[src/design/swpm_pkg.sv]
// ----------------------------------------------------------------------------
// swpm_pkg
// Shared types, codes and constants of the square-wave period meter.
// ----------------------------------------------------------------------------
package swpm_pkg;

    // default width of the free-running timer
    localparam int TIMER_BITS_DEF = 16;

    // field and register widths
    localparam int ELAPSED_W = 27;
    localparam int OVF_W     = 12;
    localparam int PERIODS_W = 16;
    localparam int SYNC_W    = 10;
    localparam int MEAS_W    = 11;
    localparam int CFG_IDX_W = 2;
    localparam int CFG_DAT_W = 16;
    localparam int PHASE_W   = 3;

    // saturation value of the elapsed count
    localparam logic [ELAPSED_W-1:0] ELAPSED_MAX = {ELAPSED_W{1'b1}};

    // register reset values
    localparam logic [PERIODS_W-1:0] PERIODS_RST = 16'd100;
    localparam logic [SYNC_W-1:0]    SYNC_RST    = 10'd5;
    localparam logic [MEAS_W-1:0]    MEAS_RST    = 11'd1024;

    // register indexes
    localparam logic [CFG_IDX_W-1:0] CFG_PERIODS = 2'd0;
    localparam logic [CFG_IDX_W-1:0] CFG_SYNC    = 2'd1;
    localparam logic [CFG_IDX_W-1:0] CFG_MEAS    = 2'd2;

    // measurement phases
    localparam logic [PHASE_W-1:0] PH_IDLE      = 3'd0;
    localparam logic [PHASE_W-1:0] PH_SYNC_LOW  = 3'd1;
    localparam logic [PHASE_W-1:0] PH_SYNC_HIGH = 3'd2;
    localparam logic [PHASE_W-1:0] PH_MEAS_LOW  = 3'd3;
    localparam logic [PHASE_W-1:0] PH_MEAS_HIGH = 3'd4;

    // one registered input beat
    typedef struct packed {
        logic pin_level;
        logic start_req;
    } t_item;

    // one result from the phase logic
    typedef struct packed {
        logic                 valid;
        logic [ELAPSED_W-1:0] elapsed_ticks;
        logic                 no_signal;
    } t_result;

endpackage

[src/design/swpm_in_reg.sv]
// ----------------------------------------------------------------------------
// swpm_in_reg
// Input register: holds one accepted tick until the phase logic takes it.
// ----------------------------------------------------------------------------
module swpm_in_reg
    import swpm_pkg::*;
(
    input  logic  i_clk,
    input  logic  i_rst_n,
    input  logic  i_in_valid,
    output logic  o_in_stall,
    input  logic  i_pin_level,
    input  logic  i_start_req,
    input  logic  i_adv,
    output logic  o_item_valid,
    output t_item o_item
);

    logic  r_valid;
    t_item r_item;

    // hold off only when a beat sits here and cannot move on
    assign o_in_stall = r_valid && !i_adv;

    // valid flag
    always_ff @(posedge i_clk) begin
        if (!i_rst_n) begin
            r_valid <= 1'b0;
        end else if (i_in_valid && !o_in_stall) begin
            r_valid <= 1'b1;
        end else if (i_adv) begin
            r_valid <= 1'b0;
        end
    end

    // payload
    always_ff @(posedge i_clk) begin
        if (i_in_valid && !o_in_stall) begin
            r_item.pin_level <= i_pin_level;
            r_item.start_req <= i_start_req;
        end
    end

    assign o_item_valid = r_valid;
    assign o_item       = r_item;

endmodule

[src/design/swpm_core.sv]
// ----------------------------------------------------------------------------
// swpm_core
// Timer, phase sequencer, overflow counting and elapsed-tick arithmetic.
// ----------------------------------------------------------------------------
module swpm_core
    import swpm_pkg::*;
#(
    parameter int TIMER_BITS = TIMER_BITS_DEF
) (
    input  logic                 i_clk,
    input  logic                 i_rst_n,
    input  logic                 i_cfg_we,
    input  logic [CFG_IDX_W-1:0] i_cfg_index,
    input  logic [CFG_DAT_W-1:0] i_cfg_data,
    input  logic                 i_adv,
    input  t_item                i_item,
    output t_result              o_res
);

    localparam int SUM_W = OVF_W + TIMER_BITS;
    localparam int EXT_W = (SUM_W > ELAPSED_W) ? SUM_W : ELAPSED_W;

    logic [PERIODS_W-1:0]  r_periods;
    logic [SYNC_W-1:0]     r_sync_lim;
    logic [MEAS_W-1:0]     r_meas_lim;
    logic [TIMER_BITS-1:0] r_timer, n_timer;
    logic [PHASE_W-1:0]    r_phase, n_phase;
    logic [OVF_W-1:0]      r_ovf, n_ovf;
    logic [TIMER_BITS-1:0] r_stamp, n_stamp;
    logic [PERIODS_W-1:0]  r_left, n_left;

    logic                  wrap;
    logic [OVF_W-1:0]      ovf_inc;
    logic [OVF_W-1:0]      ovf_meas;
    logic [PERIODS_W-1:0]  left_dec;
    logic [SUM_W-1:0]      now_sum;
    logic [SUM_W-1:0]      stamp_ext;
    logic [SUM_W-1:0]      diff;
    logic [EXT_W-1:0]      diff_ext;
    logic [ELAPSED_W-1:0]  elapsed;
    logic                  hit;

    // configuration registers
    always_ff @(posedge i_clk) begin
        if (!i_rst_n) begin
            r_periods  <= PERIODS_RST;
            r_sync_lim <= SYNC_RST;
            r_meas_lim <= MEAS_RST;
        end else if (i_cfg_we) begin
            case (i_cfg_index)
                CFG_PERIODS: r_periods  <= i_cfg_data[PERIODS_W-1:0];
                CFG_SYNC:    r_sync_lim <= i_cfg_data[SYNC_W-1:0];
                CFG_MEAS:    r_meas_lim <= i_cfg_data[MEAS_W-1:0];
                default:     ;
            endcase
        end
    end

    // timer step and overflow counting
    assign n_timer  = r_timer + 1'b1;
    assign wrap     = (n_timer == '0);
    assign ovf_inc  = r_ovf + 1'b1;
    assign ovf_meas = wrap ? ovf_inc : r_ovf;
    assign left_dec = r_left - 1'b1;

    // elapsed ticks since capture, clamped at zero and saturated
    assign now_sum   = (SUM_W'(ovf_meas) << TIMER_BITS) + SUM_W'(n_timer);
    assign stamp_ext = SUM_W'(r_stamp);
    assign diff      = (now_sum >= stamp_ext) ? (now_sum - stamp_ext) : '0;
    assign diff_ext  = EXT_W'(diff);
    assign elapsed   = (diff_ext > EXT_W'(ELAPSED_MAX)) ? ELAPSED_MAX
                                                        : diff_ext[ELAPSED_W-1:0];

    // level condition of the sync waits
    assign hit = (r_phase == PH_SYNC_LOW) ? !i_item.pin_level : i_item.pin_level;

    // phase sequencer
    always_comb begin
        n_phase = r_phase;
        n_ovf   = r_ovf;
        n_stamp = r_stamp;
        n_left  = r_left;
        o_res   = '0;
        case (r_phase)
            PH_IDLE: begin
                if (i_item.start_req) begin
                    n_phase = PH_SYNC_LOW;
                    n_ovf   = '0;
                end
            end
            PH_SYNC_LOW, PH_SYNC_HIGH: begin
                if (hit) begin
                    n_ovf = '0;
                    if (r_phase == PH_SYNC_LOW) begin
                        n_phase = PH_SYNC_HIGH;
                    end else begin
                        n_stamp = n_timer;
                        n_left  = r_periods;
                        if (r_periods == '0) begin
                            o_res.valid = 1'b1;
                            n_phase     = PH_IDLE;
                        end else begin
                            n_phase = PH_MEAS_LOW;
                        end
                    end
                end else if (wrap) begin
                    n_ovf = ovf_inc;
                    if (ovf_inc > OVF_W'(r_sync_lim)) begin
                        o_res.valid     = 1'b1;
                        o_res.no_signal = 1'b1;
                        n_phase         = PH_IDLE;
                    end
                end
            end
            PH_MEAS_LOW, PH_MEAS_HIGH: begin
                n_ovf = ovf_meas;
                if (wrap && (ovf_inc > OVF_W'(r_meas_lim))) begin
                    // abort wins over completion
                    o_res.valid     = 1'b1;
                    o_res.no_signal = 1'b1;
                    n_phase         = PH_IDLE;
                end else if (r_phase == PH_MEAS_LOW) begin
                    if (!i_item.pin_level) begin
                        n_phase = PH_MEAS_HIGH;
                    end
                end else if (i_item.pin_level) begin
                    n_left = left_dec;
                    if (left_dec == '0) begin
                        o_res.valid         = 1'b1;
                        o_res.elapsed_ticks = elapsed;
                        n_phase             = PH_IDLE;
                    end else begin
                        n_phase = PH_MEAS_LOW;
                    end
                end
            end
            default: begin
                n_phase = PH_IDLE;
            end
        endcase
    end

    // state registers, one step per tick
    always_ff @(posedge i_clk) begin
        if (!i_rst_n) begin
            r_timer <= '0;
            r_phase <= PH_IDLE;
            r_ovf   <= '0;
            r_stamp <= '0;
            r_left  <= '0;
        end else if (i_adv) begin
            r_timer <= n_timer;
            r_phase <= n_phase;
            r_ovf   <= n_ovf;
            r_stamp <= n_stamp;
            r_left  <= n_left;
        end
    end

endmodule

[src/design/swpm_out_reg.sv]
// ----------------------------------------------------------------------------
// swpm_out_reg
// Result register: presents one result beat until the receiver takes it.
// ----------------------------------------------------------------------------
module swpm_out_reg
    import swpm_pkg::*;
(
    input  logic                 i_clk,
    input  logic                 i_rst_n,
    input  logic                 i_adv,
    input  t_result              i_res,
    output logic                 o_free,
    output logic                 o_out_valid,
    input  logic                 i_out_stall,
    output logic [ELAPSED_W-1:0] o_elapsed_ticks,
    output logic                 o_no_signal
);

    logic                 r_valid;
    logic [ELAPSED_W-1:0] r_elapsed;
    logic                 r_nosig;

    // room for a new result this cycle
    assign o_free = !r_valid || !i_out_stall;

    // valid flag
    always_ff @(posedge i_clk) begin
        if (!i_rst_n) begin
            r_valid <= 1'b0;
        end else if (o_free) begin
            r_valid <= i_adv && i_res.valid;
        end
    end

    // payload
    always_ff @(posedge i_clk) begin
        if (o_free && i_adv && i_res.valid) begin
            r_elapsed <= i_res.elapsed_ticks;
            r_nosig   <= i_res.no_signal;
        end
    end

    assign o_out_valid     = r_valid;
    assign o_elapsed_ticks = r_elapsed;
    assign o_no_signal     = r_nosig;

endmodule

[src/design/square_wave_period_meter_top.sv]
// ----------------------------------------------------------------------------
// square_wave_period_meter_top
// Square-wave period meter with overflow timeouts.
// ----------------------------------------------------------------------------
// Each input beat is one tick of the sampled square wave. The meter takes one
// beat per clock cycle while the output register is not stalled: a beat is
// registered in the input register, then the phase logic runs on it when it
// steps and writes any result into the output register. Only a stalled,
// full output register holds the input side back. A start request in idle
// arms the sync waits (level low, then high, each aborted after more than
// sync_limit timer wraps); the rising level captures the timer and the meter
// then counts periods_to_measure low-to-high cycles, aborting after more than
// measure_limit wraps. A finished measurement reports the elapsed ticks
// (saturated to 27 bits), an abort reports no_signal with zero ticks.
// Register writes act on the beats that follow them, so make them only while
// no beat is in flight; periods_to_measure is latched at capture.
// ----------------------------------------------------------------------------
module square_wave_period_meter_top
    import swpm_pkg::*;
#(
    parameter int TIMER_BITS = TIMER_BITS_DEF
) (
    input  logic                 i_clk,
    input  logic                 i_rst_n,
    input  logic                 i_cfg_we,
    input  logic [CFG_IDX_W-1:0] i_cfg_index,
    input  logic [CFG_DAT_W-1:0] i_cfg_data,
    input  logic                 i_in_valid,
    output logic                 o_in_stall,
    input  logic                 i_pin_level,
    input  logic                 i_start_req,
    output logic                 o_out_valid,
    input  logic                 i_out_stall,
    output logic [ELAPSED_W-1:0] o_elapsed_ticks,
    output logic                 o_no_signal
);

    logic    item_valid;
    t_item   item;
    t_result res;
    logic    out_free;
    logic    adv;

    // the phase logic steps when a beat is held and the result slot is open
    assign adv = item_valid && out_free;

    swpm_in_reg u_in_reg (
        .i_clk        (i_clk),
        .i_rst_n      (i_rst_n),
        .i_in_valid   (i_in_valid),
        .o_in_stall   (o_in_stall),
        .i_pin_level  (i_pin_level),
        .i_start_req  (i_start_req),
        .i_adv        (adv),
        .o_item_valid (item_valid),
        .o_item       (item)
    );

    swpm_core #(
        .TIMER_BITS (TIMER_BITS)
    ) u_core (
        .i_clk       (i_clk),
        .i_rst_n     (i_rst_n),
        .i_cfg_we    (i_cfg_we),
        .i_cfg_index (i_cfg_index),
        .i_cfg_data  (i_cfg_data),
        .i_adv       (adv),
        .i_item      (item),
        .o_res       (res)
    );

    swpm_out_reg u_out_reg (
        .i_clk           (i_clk),
        .i_rst_n         (i_rst_n),
        .i_adv           (adv),
        .i_res           (res),
        .o_free          (out_free),
        .o_out_valid     (o_out_valid),
        .i_out_stall     (i_out_stall),
        .o_elapsed_ticks (o_elapsed_ticks),
        .o_no_signal     (o_no_signal)
    );

    // an aborted measurement carries no tick count
    a_nosig_zero: assert property (@(posedge i_clk) disable iff (!i_rst_n)
        o_out_valid && o_no_signal |-> o_elapsed_ticks == '0)
        else $error("no-signal result with nonzero ticks");

    // input back-pressure only comes from a stalled, full output register
    a_stall_cause: assert property (@(posedge i_clk) disable iff (!i_rst_n)
        o_in_stall |-> o_out_valid && i_out_stall)
        else $error("input stalled while output slot is open");

    // a new result beat follows a step of the phase logic
    a_res_source: assert property (@(posedge i_clk) disable iff (!i_rst_n)
        $rose(o_out_valid) |-> $past(adv))
        else $error("result appeared without a processed beat");

endmodule
[config.mk]
export PLATFORM = sky130hd
export DESIGN_NAME = square_wave_period_meter_top
export DESIGN_NICKNAME = d
export VERILOG_FILES = /design/src/design/swpm_pkg.sv /design/src/design/swpm_in_reg.sv /design/src/design/swpm_core.sv /design/src/design/swpm_out_reg.sv /design/src/design/square_wave_period_meter_top.sv
export SDC_FILE = /design/constraint.sdc
export NUM_CORES = 1
export LEC_CHECK = 0
export ABC_CLOCK_PERIOD_IN_PS = 7000
export BUFFER_PORTS_ARGS = -buffer_cell sky130_fd_sc_hd__buf_2
export CORE_MARGIN = 4
export CORE_UTILIZATION = 50
export DETAILED_ROUTE_END_ITERATION = 16
export GPL_ROUTABILITY_DRIVEN = 1
export PLACE_DENSITY = 0.67
export SLEW_MARGIN = 20
export SYNTH_ARGS = -nofsm -noshare
export SYNTH_HDL_FRONTEND = slang
export SYNTH_HIERARCHICAL = 1
export SYNTH_SLANG_ARGS = --single-unit
[constraint.sdc]
create_clock -name i_clk -period 7 [get_ports i_clk]
set_clock_uncertainty 0.05 [all_clocks]
set_input_delay 0.35 -clock i_clk [delete_from_list [all_inputs] [get_ports i_clk]]
set_output_delay 0.35 -clock i_clk [all_outputs]
set_load 0.01 [all_outputs]
# Yosys cells after proc, flatten, opt, wreduce, memory -nomap -nowiden
# Cells that the tools add are included.
dict set report classes {
  addsub 5
  n_lt_le_gt_ge 4
  eq_ne 16
  muxes 40
  n_bitwise 4
  reduce_logical 31
}
# cell count
set op_table {}
lappend op_table {{$mux W28} 4}
lappend op_table {{$mux W16} 5}
lappend op_table {{$logic_not A16 Y1} 3}
lappend op_table {{$mux W12} 3}
lappend op_table {{$pmux W12 S3} 1}
lappend op_table {{$pmux W16 S2} 1}
lappend op_table {{$add A28 B16 Y28} 1}
lappend op_table {{$ge A28 B16 Y1} 1}
lappend op_table {{$gt A28 B27 Y1 const B} 1}
lappend op_table {{$sub A28 B16 Y28} 1}
lappend op_table {{$mux W27} 1}
lappend op_table {{$mux W3} 9}
lappend op_table {{$add A16 B1 Y16 const B} 1}
lappend op_table {{$sub A16 B1 Y16 const B} 1}
lappend op_table {{$add A12 B1 Y12 const B} 1}
lappend op_table {{$gt A12 B10 Y1} 1}
lappend op_table {{$gt A12 B11 Y1} 1}
lappend op_table {{$mux W1} 11}
lappend op_table {{$ne A2 B2 Y1 const B} 5}
lappend op_table {{$pmux W3 S3} 1}
lappend op_table {{$logic_and A1 B1 Y1} 7}
lappend op_table {{$reduce_and A7 Y1} 1}
lappend op_table {{$eq A3 B2 Y1 const B} 2}
lappend op_table {{$ne A3 B1 Y1 const B} 2}
lappend op_table {{other kinds (22)} 35}
dict set report totals {
  ff_bits 132
  inputBits 25
  word_cells 114
}

# Depth between registers and ports, before layout
# Gate-level depths: netlist (run 1).
dict set report depth {
  ltp_word 14
  mapped_depth 18
  mapped_depth_nobuf 16
}

# Cells and area by module
# Netlist (run 1), hierarchy kept.
# module instances cells_per_inst area_each_um2 seq_area_each_um2
set by_module_without_submodules {}
lappend by_module_without_submodules {swpm_core 1 962 7385.8 2001.9}
lappend by_module_without_submodules {swpm_out_reg 1 33 887.1 860.8}
lappend by_module_without_submodules {swpm_in_reg 1 6 107.6 80.1}
lappend by_module_without_submodules {square_wave_period_meter_top 1 1 6.3 0.0}

# Least setup slack after synthesis (run 1)
# Ideal clock, no wire load.
dict set report synth_timing {
  kind {register to register}
  from {register u_core.r_ovf[0]}
  to {register u_out_reg.r_elapsed[0] (netlist: u_out_reg/o_elapsed_ticks[0]) (enable)}
  setup_ns 0.422
  t_arrival_ns 4.441
  required_ns 6.528
  slack_ns 2.086
  path_stages_with_launch 18
  n_path_buf 1
  period_less_slack_ns 4.914
  path_cell_list {dfxtp_1 > ha_1 > buf_2 > nand3_1 > or4_1 > nor2_1 > xnor2_1 > inv_1 > ha_1 > o21ai_0 > a31oi_1 > o21ai_0 > a21o_1 > a21oi_1 > a311o_1 > nand3b_1 > nand2_1 > a21oi_1}
}
# item line
set synth_rtl {}
lappend synth_rtl {{start: declaration} swpm_core.sv:28} ;# logic [OVF_W-1:0] r_ovf, n_ovf;
lappend synth_rtl {{start signal: assignment} swpm_core.sv:154} ;# r_ovf <= n_ovf;
lappend synth_rtl {{end signal: assignment} swpm_out_reg.sv:38} ;# r_elapsed <= i_res.elapsed_ticks;
lappend synth_rtl {{end: declaration} swpm_out_reg.sv:20} ;# logic [ELAPSED_W-1:0] r_elapsed;

# Final worst setup path (run 1)
dict set report layout_timing {
  from {register u_core.r_timer[0]}
  to {register u_out_reg.r_elapsed[9] (netlist: u_out_reg/o_elapsed_ticks[9]), data pin}
}
dict set report layout_between {
  elab_chain_cells 8
  elab_cells_between_ends 11
  cone_classes {add/sub (3); order compare (2); mux (3); reduce/logical (3)}
}
# item line
set layout_lines {}
lappend layout_lines {{start: declaration} swpm_core.sv:26} ;# logic [TIMER_BITS-1:0] r_timer, n_timer;
lappend layout_lines {{start signal: assignment} swpm_core.sv:152} ;# r_timer <= n_timer;
lappend layout_lines {{$add A16 B1 Y16 *} swpm_core.sv:60} ;# assign n_timer = r_timer + 1'b1;
lappend layout_lines {{via u_core.n_timer[8]} swpm_core.sv:26}
lappend layout_lines {{$logic_not A16 Y1} swpm_core.sv:61} ;# assign wrap = (n_timer == '0);
lappend layout_lines {{$mux W12} --}
lappend layout_lines {{$add A28 B16 Y28} swpm_core.sv:67} ;# assign now_sum = (SUM_W'(ovf_meas) << TIMER_BITS) + SUM_W'(n_timer);
lappend layout_lines {{$sub A28 B16 Y28 or $ge A28 B16 Y1 (tied branches)} swpm_core.sv:69} ;# assign diff = (now_sum >= stamp_ext) ? (now_sum - stamp_ext) : '0;
lappend layout_lines {{$mux W28} swpm_core.sv:69}
lappend layout_lines {{$gt A28 B27 Y1} swpm_core.sv:71} ;# assign elapsed = (diff_ext > EXT_W'(ELAPSED_MAX)) ? ELAPSED_MAX
lappend layout_lines {{$mux W27} swpm_core.sv:71}
# The timed path passes the listed nets; every way through them passes the cells marked *.
# A chain may end at the register's enable or synchronous reset.

==> results of run 1 <==
==> worst paths after layout <==
check | from | end | slack (ns) | cells past startpoint
setup / recovery | u_core/r_timer[0]$_SDFFE_PN0P_ | u_out_reg/o_elapsed_ticks[9]$_DFFE_PP_ | 1.54 | 16
setup reg to reg | u_core/r_timer[0]$_SDFFE_PN0P_ | u_out_reg/o_elapsed_ticks[9]$_DFFE_PP_ | 1.54 | 16
hold / removal | i_start_req | u_in_reg/o_item[0]$_DFFE_PP_ | 0.05 | 1
hold reg to reg | u_core/r_sync_lim[8]$_SDFFE_PN0P_ | u_core/r_sync_lim[8]$_SDFFE_PN0P_ | 0.41 | 2
==> cells in the mapped netlist, drive strengths merged, types with 3 or more instances <==
library cell    n  share of area (%)
nor3b           3               0.27
xor2           28                2.9
mux2i          22                2.6
buf            22                1.6
xnor2          40                4.3
edfxtp         30                 11
o2111ai         4               0.42
nor4           16                1.7
o31ai          18                1.8
or4             7               0.63
or2             7               0.52
or3            14                1.1
o211ai         15                1.3
nand2         111                5.0
a21oi          71                4.3
a31oi           5               0.37
o221a           5               0.67
nand2b         15                1.1
nor3           24                1.6
clkbuf         35                1.6
inv            49                2.2
a211oi         18                1.6
o21a            7               0.63
and4            4               0.45
ha             41                6.1
a22oi           6               0.54
and2           11               0.82
nand4          25                1.9
nand3b          3               0.27
nand3          24                1.6
a21o            4               0.36
and3           11               0.82
o21ai          65                4.6
nor2b          12               0.98
nor2           99                4.5
or4b            3               0.40
dfxtp         102                 24
==> cell families after synthesis <==
family | count (synthesis) | synth area share [%]
xor gates and xnor gates | 68 | 7.19
and+or+nand+nor | 394 | 24.2
AOI/OAI and AO/OA | 238 | 19.2
DFF | 132 | 35.1
muxes | 22 | 2.63
buffers and inverters | 106 | 5.40
adders and majority gates | 42 | 6.36
==> per-layer routing <==
layer / vias to the layer above / share of wire, % / GRT usage [%]
met1: 3338 / 50 / 31.8
met5: - / 0 / 0
met4: 0 / 1.1 / 6.32
met3: 21 / 6.5 / 4.31
met2: 249 / 42 / 31.4
li1: 3630 / - / -
==> stage by stage <==
| step | instance area, um^2 | total power [mW] | util, % | hold slack, ns |
|---|---|---|---|---|
| 5_1_grt | 9270 | 1.81 | 56.1 | 0.0387 |
| 6_report | 9270 | 1.75 | 56.1 | 0.0541 |
| 3_5_place_dp | 8730 | 0.955 | 52.8 | 0.401 |
| 2_1_floorplan | 8390 | 0.916 | - | 0.386 |
| 4_1_cts | 9270 | 1.77 | 56.1 | 0.0411 |
| 3_3_place_gp | 8730 | 0.954 | 52.8 | 0.394 |
==> state kept, by name, indices dropped and copies added, names as in the netlist <==
signal                     count
u_out_reg/o_out_valid          1
u_core/r_phase                 3
u_out_reg/o_no_signal          1
u_core/r_left                 16
u_core/r_stamp                16
u_out_reg/o_elapsed_ticks     27
u_core/r_ovf                  12
u_in_reg/o_item_valid          1
u_core/r_meas_lim             11
u_in_reg/o_item                2
u_core/r_periods              16
u_core/r_timer                16
u_core/r_sync_lim             10
==> power groups by stage <==
stage                     clock network, mW  logic (mW)  registers, mW
after CTS                             0.827       0.143          0.798
final                                 0.812       0.143          0.798
after global routing                  0.855       0.159          0.799
after floorplan                           0       0.108          0.808
after detailed placement                  0       0.142          0.814
after global placement                    0       0.141          0.813
==> area by class of cell <==
type	instances	area, um^2	share of cell area, %
flip-flops and latches	132	2940	31.7
inverters	49	184	1.98
repair buffers	62	330	3.56
clock inverters	4	25.0	0.270
multi-input cells	764	5000	53.9
clock buffers	27	513	5.53
well taps	220	275	2.97
==> reports/metrics.cfg, run 1 <==
[global_routing]
grt_pass1_vias = 6418
grt_use_total_pct = 21.5
gr-total-overflow = 0
grt_pass1_wl_um = 32300
antenna_found_initial = 0
grt_max_degree = 50

[clocking]
cts_tree = built
clock_path_buffers = 2
h-tree-depth = 4
hold_buffers = 0
clock-sinks = 132
clk_pin_slew_ns = 0.05
postCtsSetupRepairBufs = 0
clk_latency_ns = 0.42
cts-root-buf = clkbuf_16
cts_buffers = 17
cts_resized = 0

[hold_path]
hold_path.class = primary input to flip-flop

[detailed_routing]
vias = 7238
routed_wl_um = 20000
drt-initial-drc-count = 572
viasPerCell = 5.75
dr.pass1.iters = 5
drc = 0
ant_nets = 0
drt-wirelength-per-cell_um = 15.9

[sta]
period_share_pct = 78.0
fmax_mhz = 183
fin_ws_ns = 1.54
worst_pin_slew_ns = 0.949
grt_setup_unrepaired = no
fin_setup_tns_ns = 0
finalSetupViolations = 0
final.min_clock_period_ns = 5.46
slew_headroom_pct = 36.4
final_max_slew_viol_count = 0
finalHoldViolations = 0

[layout]
final_common_cell = nand2_1
finalNonFillerCells = 1258
num_antenna_cells = 0
final_cell_mix = nand2_1, dfxtp_1, nor2_1
area_growth_pct = 10.5
nets = 1093
fillers = 1543
layout-drive-gt1-share_pct = 14.4

[run_status]
outcome = completed

[logic_synthesis]
syn_nets = 1069
synth-seq-cells = 132
synth.distinct_cells = 80
synth_area_per_cell_um2 = 8.37
ys_warn_count = 6
synth_flop_cell = dfxtp_1
netlist_area_mm2 = 0.00839
synthArstFlopShare_pct = 0
synth_edf_count = 30
synth_cells = 1002
ys_seq_area_share_pct = 35.1

[setup_path]
cp.required_ns = 7.09
cpMaxStageDelayCell = or4_1
crit_type = flip-flop to flip-flop
slowest_delay_ns = 0.70
cp_num_buf_inv = 0
critical_path_arrival_ns = 5.55
cp_top_family = simple AND/OR/NAND/NOR gates
crit_chain = ha_1 > nand3_2 > nor2_1 > nand2_1 > xnor2_1 > ha_1 > nand2_1 > o21ai_0 > nor2_1 > or4b_1 > a32oi_1 > o21ai_0 > or4_1 > o21a_1 > o21bai_4 > o31ai_2
path_max_fanout = 21
critPathLaunchType = flip-flop
end_kind = flip-flop

[floorplan]
core_area_mm2 = 0.0165
die_w_um = 138
rows = 47
initial_utilization_pct = 50.8
die_h_um = 138
io_pins = 55
die_area_mm2 = 0.0189

[power_and_ir_drop]
switching_share_pct = 23.7
intPower_mw = 1.34
ir_drop_mv = 0.150
clkPwrFrac_pct = 46.3
p_sw_mw = 0.415
combPwrFrac_pct = 8.2
pwr-share-seq_pct = 45.5
p_leak_nw = 3.42
power.density_mw_per_mm2 = 189

[placed_design]
dp_cells = 1227
portBuffers = 54
place_ws_ns = 1.71
hpwl_um = 14600
globalplace.congestion = 0.891

[job]
max_cap_violations = 0

No activity file was read; power rests on OpenSTA's default activity.
==> run 2: changes to the inputs <==
Settings changed: ABC_CLOCK_PERIOD_IN_PS 7000 to 4800, PLACE_DENSITY 0.67 to 0.69.
Clock period 7 ns to 4.8 ns, I/O delays scaled along.
==> run 2 against run 1 <==
  * Flip-flop and latch count is the same
  * Setup slack worse by 1.2 ns
  * Final area increased by 3.2%
  * Worst hold slack worse by 0.032 ns
  * Power up 50%
  * Utilization rose by 1.8 points
  * Combinational power increased by 56%
  * Sequential power increased by 45%
  * Non-clock buffer count is 26 higher
  * First-iteration DRC count increased by 12%
  * Fmax up 22%
  * Die area unchanged
  * Critical path type unchanged
  * Critical endpoint is now u_out_reg/o_elapsed_ticks[4]$_DFFE_PP_
==> reports/metrics.cfg, run 2 (synthesis results as in run 1) <==
[run_status]
outcome = completed

[setup_path]
crit_type = flip-flop to flip-flop
end_kind = flip-flop
path_max_fanout = 11
critPathLaunchType = flip-flop
critical_path_arrival_ns = 4.69
cp.required_ns = 5.00

[global_routing]
grt_max_degree = 45
antenna_found_initial = 0
grt_use_total_pct = 21.9
grt_pass1_vias = 6603
grt_pass1_wl_um = 33000
gr-total-overflow = 0

[floorplan]
io_pins = 55
initial_utilization_pct = 50.8
die_h_um = 138
die_area_mm2 = 0.0189
die_w_um = 138
rows = 47
core_area_mm2 = 0.0165

[detailed_routing]
dr.pass1.iters = 5
viasPerCell = 5.74
drc = 0
drt-initial-drc-count = 643
routed_wl_um = 20500
vias = 7386
ant_nets = 0
drt-wirelength-per-cell_um = 15.9

[clocking]
cts-root-buf = clkbuf_16
h-tree-depth = 4
cts_tree = built
clk_latency_ns = 0.42
clk_pin_slew_ns = 0.06
clock-sinks = 132
clock_path_buffers = 2
cts_buffers = 17

[placed_design]
globalplace.congestion = 0.909
hpwl_um = 14700
portBuffers = 54

[sta]
slew_headroom_pct = 34.7
finalHoldViolations = 0
fin_setup_tns_ns = 0
final.min_clock_period_ns = 4.48
finalSetupViolations = 0
hold_ws_ns = 0.0218
final_max_slew_viol_count = 0
worst_pin_slew_ns = 0.976
grt_setup_unrepaired = no
fmax_mhz = 223
period_share_pct = 93.4

[power_and_ir_drop]
p_leak_nw = 3.58
power.density_mw_per_mm2 = 275
ir_drop_mv = 0.260

[layout]
nets = 1120
area_growth_pct = 14.0
num_antenna_cells = 0
layout-drive-gt1-share_pct = 16.7
final_cell_mix = nand2_1, dfxtp_1, nor2_1
largest_register_ffs = 27
final_common_cell = nand2_1

[job]
max_cap_violations = 0

[hold_path]
hold_path.class = primary input to flip-flop

## run 2: cell count changes in the layout (fill, tap and decap cells not counted), sizes merged
cell / previous run / this run
buf: 62 / 81
bufinv: 0 / 1
clkbuf: 27 / 19
clkinv: 2 / 4
dlygate4sd3: 0 / 7
inv: 49 / 55
o21bai: 2 / 3
## run 2: final cells by class
cell class	instances	area (um^2)
tap	220	275
inverter	49	184
sequential	132	2950
timing repair buffer	88	568
fill	1482	6960
clock inverter	13	123
multi-input combinational	765	5020
clock buffer	19	447
## run 2: metrics by stage
step | total power [mW] | util, % | std cells | worst slack [ns] | cell area [um^2]
floorplan | 1.34 | - | 1002 | 0.398 | 8390
global placement | 1.40 | 53.7 | 1244 | 0.135 | 8870
detailed placement | 1.40 | 53.7 | 1244 | 0.0512 | 8870
CTS | 2.65 | 57.6 | 1283 | 0.0477 | 9510
global route | 2.73 | 57.9 | 1286 | 0.0479 | 9560
finish | 2.63 | 57.9 | 1286 | 0.317 | 9560
## run 2: layer usage
layer	vias up	track usage (%)	routed length [um]
li1	3698	-	-
met1	3406	32.4	10100
met2	257	31.5	8730
met3	25	4.60	1290
met4	0	7.15	390
met5	-	0	0
## run 2: power by group
part,internal (mW),switching (mW)
Combinational,0.0890,0.134
Sequential,1.15,0.0138
Clock,0.738,0.510
## run 2: final timing paths
check | start | to | slack [ns] | cells past startpoint
setup / recovery | u_core/r_timer[5]$_SDFFE_PN0P_ | u_out_reg/o_elapsed_ticks[4]$_DFFE_PP_ | 0.32 | 17
hold / removal | i_cfg_data[13] | u_core/r_periods[13]$_SDFFE_PN0P_ | 0.02 | 3
setup reg to reg | u_core/r_timer[5]$_SDFFE_PN0P_ | u_out_reg/o_elapsed_ticks[4]$_DFFE_PP_ | 0.32 | 17
hold reg to reg | u_core/r_stamp[12]$_SDFFE_PN0P_ | u_core/r_stamp[12]$_SDFFE_PN0P_ | 0.41 | 2
## run 2: what timing repair did
action	4_1_cts	5_1_grt
endpoints found under the hold margin	7	0
buffers inserted	0	2
hold buffers	7	0
endpoints found under the setup margin	0	55
gates resized for setup	0	4
## run 2: critical path, stage by stage, from the launching register on
cell,delay [ns]
dfxtp_1,0.45
nand3_2,0.23
nor2_4,0.21
xor2_1,0.22
ha_1,0.32
a21oi_1,0.21
o21ai_0,0.15
nor2_1,0.14
or4b_1,0.54
a32oi_1,0.20
o21ai_0,0.17
or4_1,0.57
buf_4,0.19
a2111oi_4,0.18
buf_4,0.20
o21bai_4,0.08
buf_12,0.15
o31ai_2,0.06
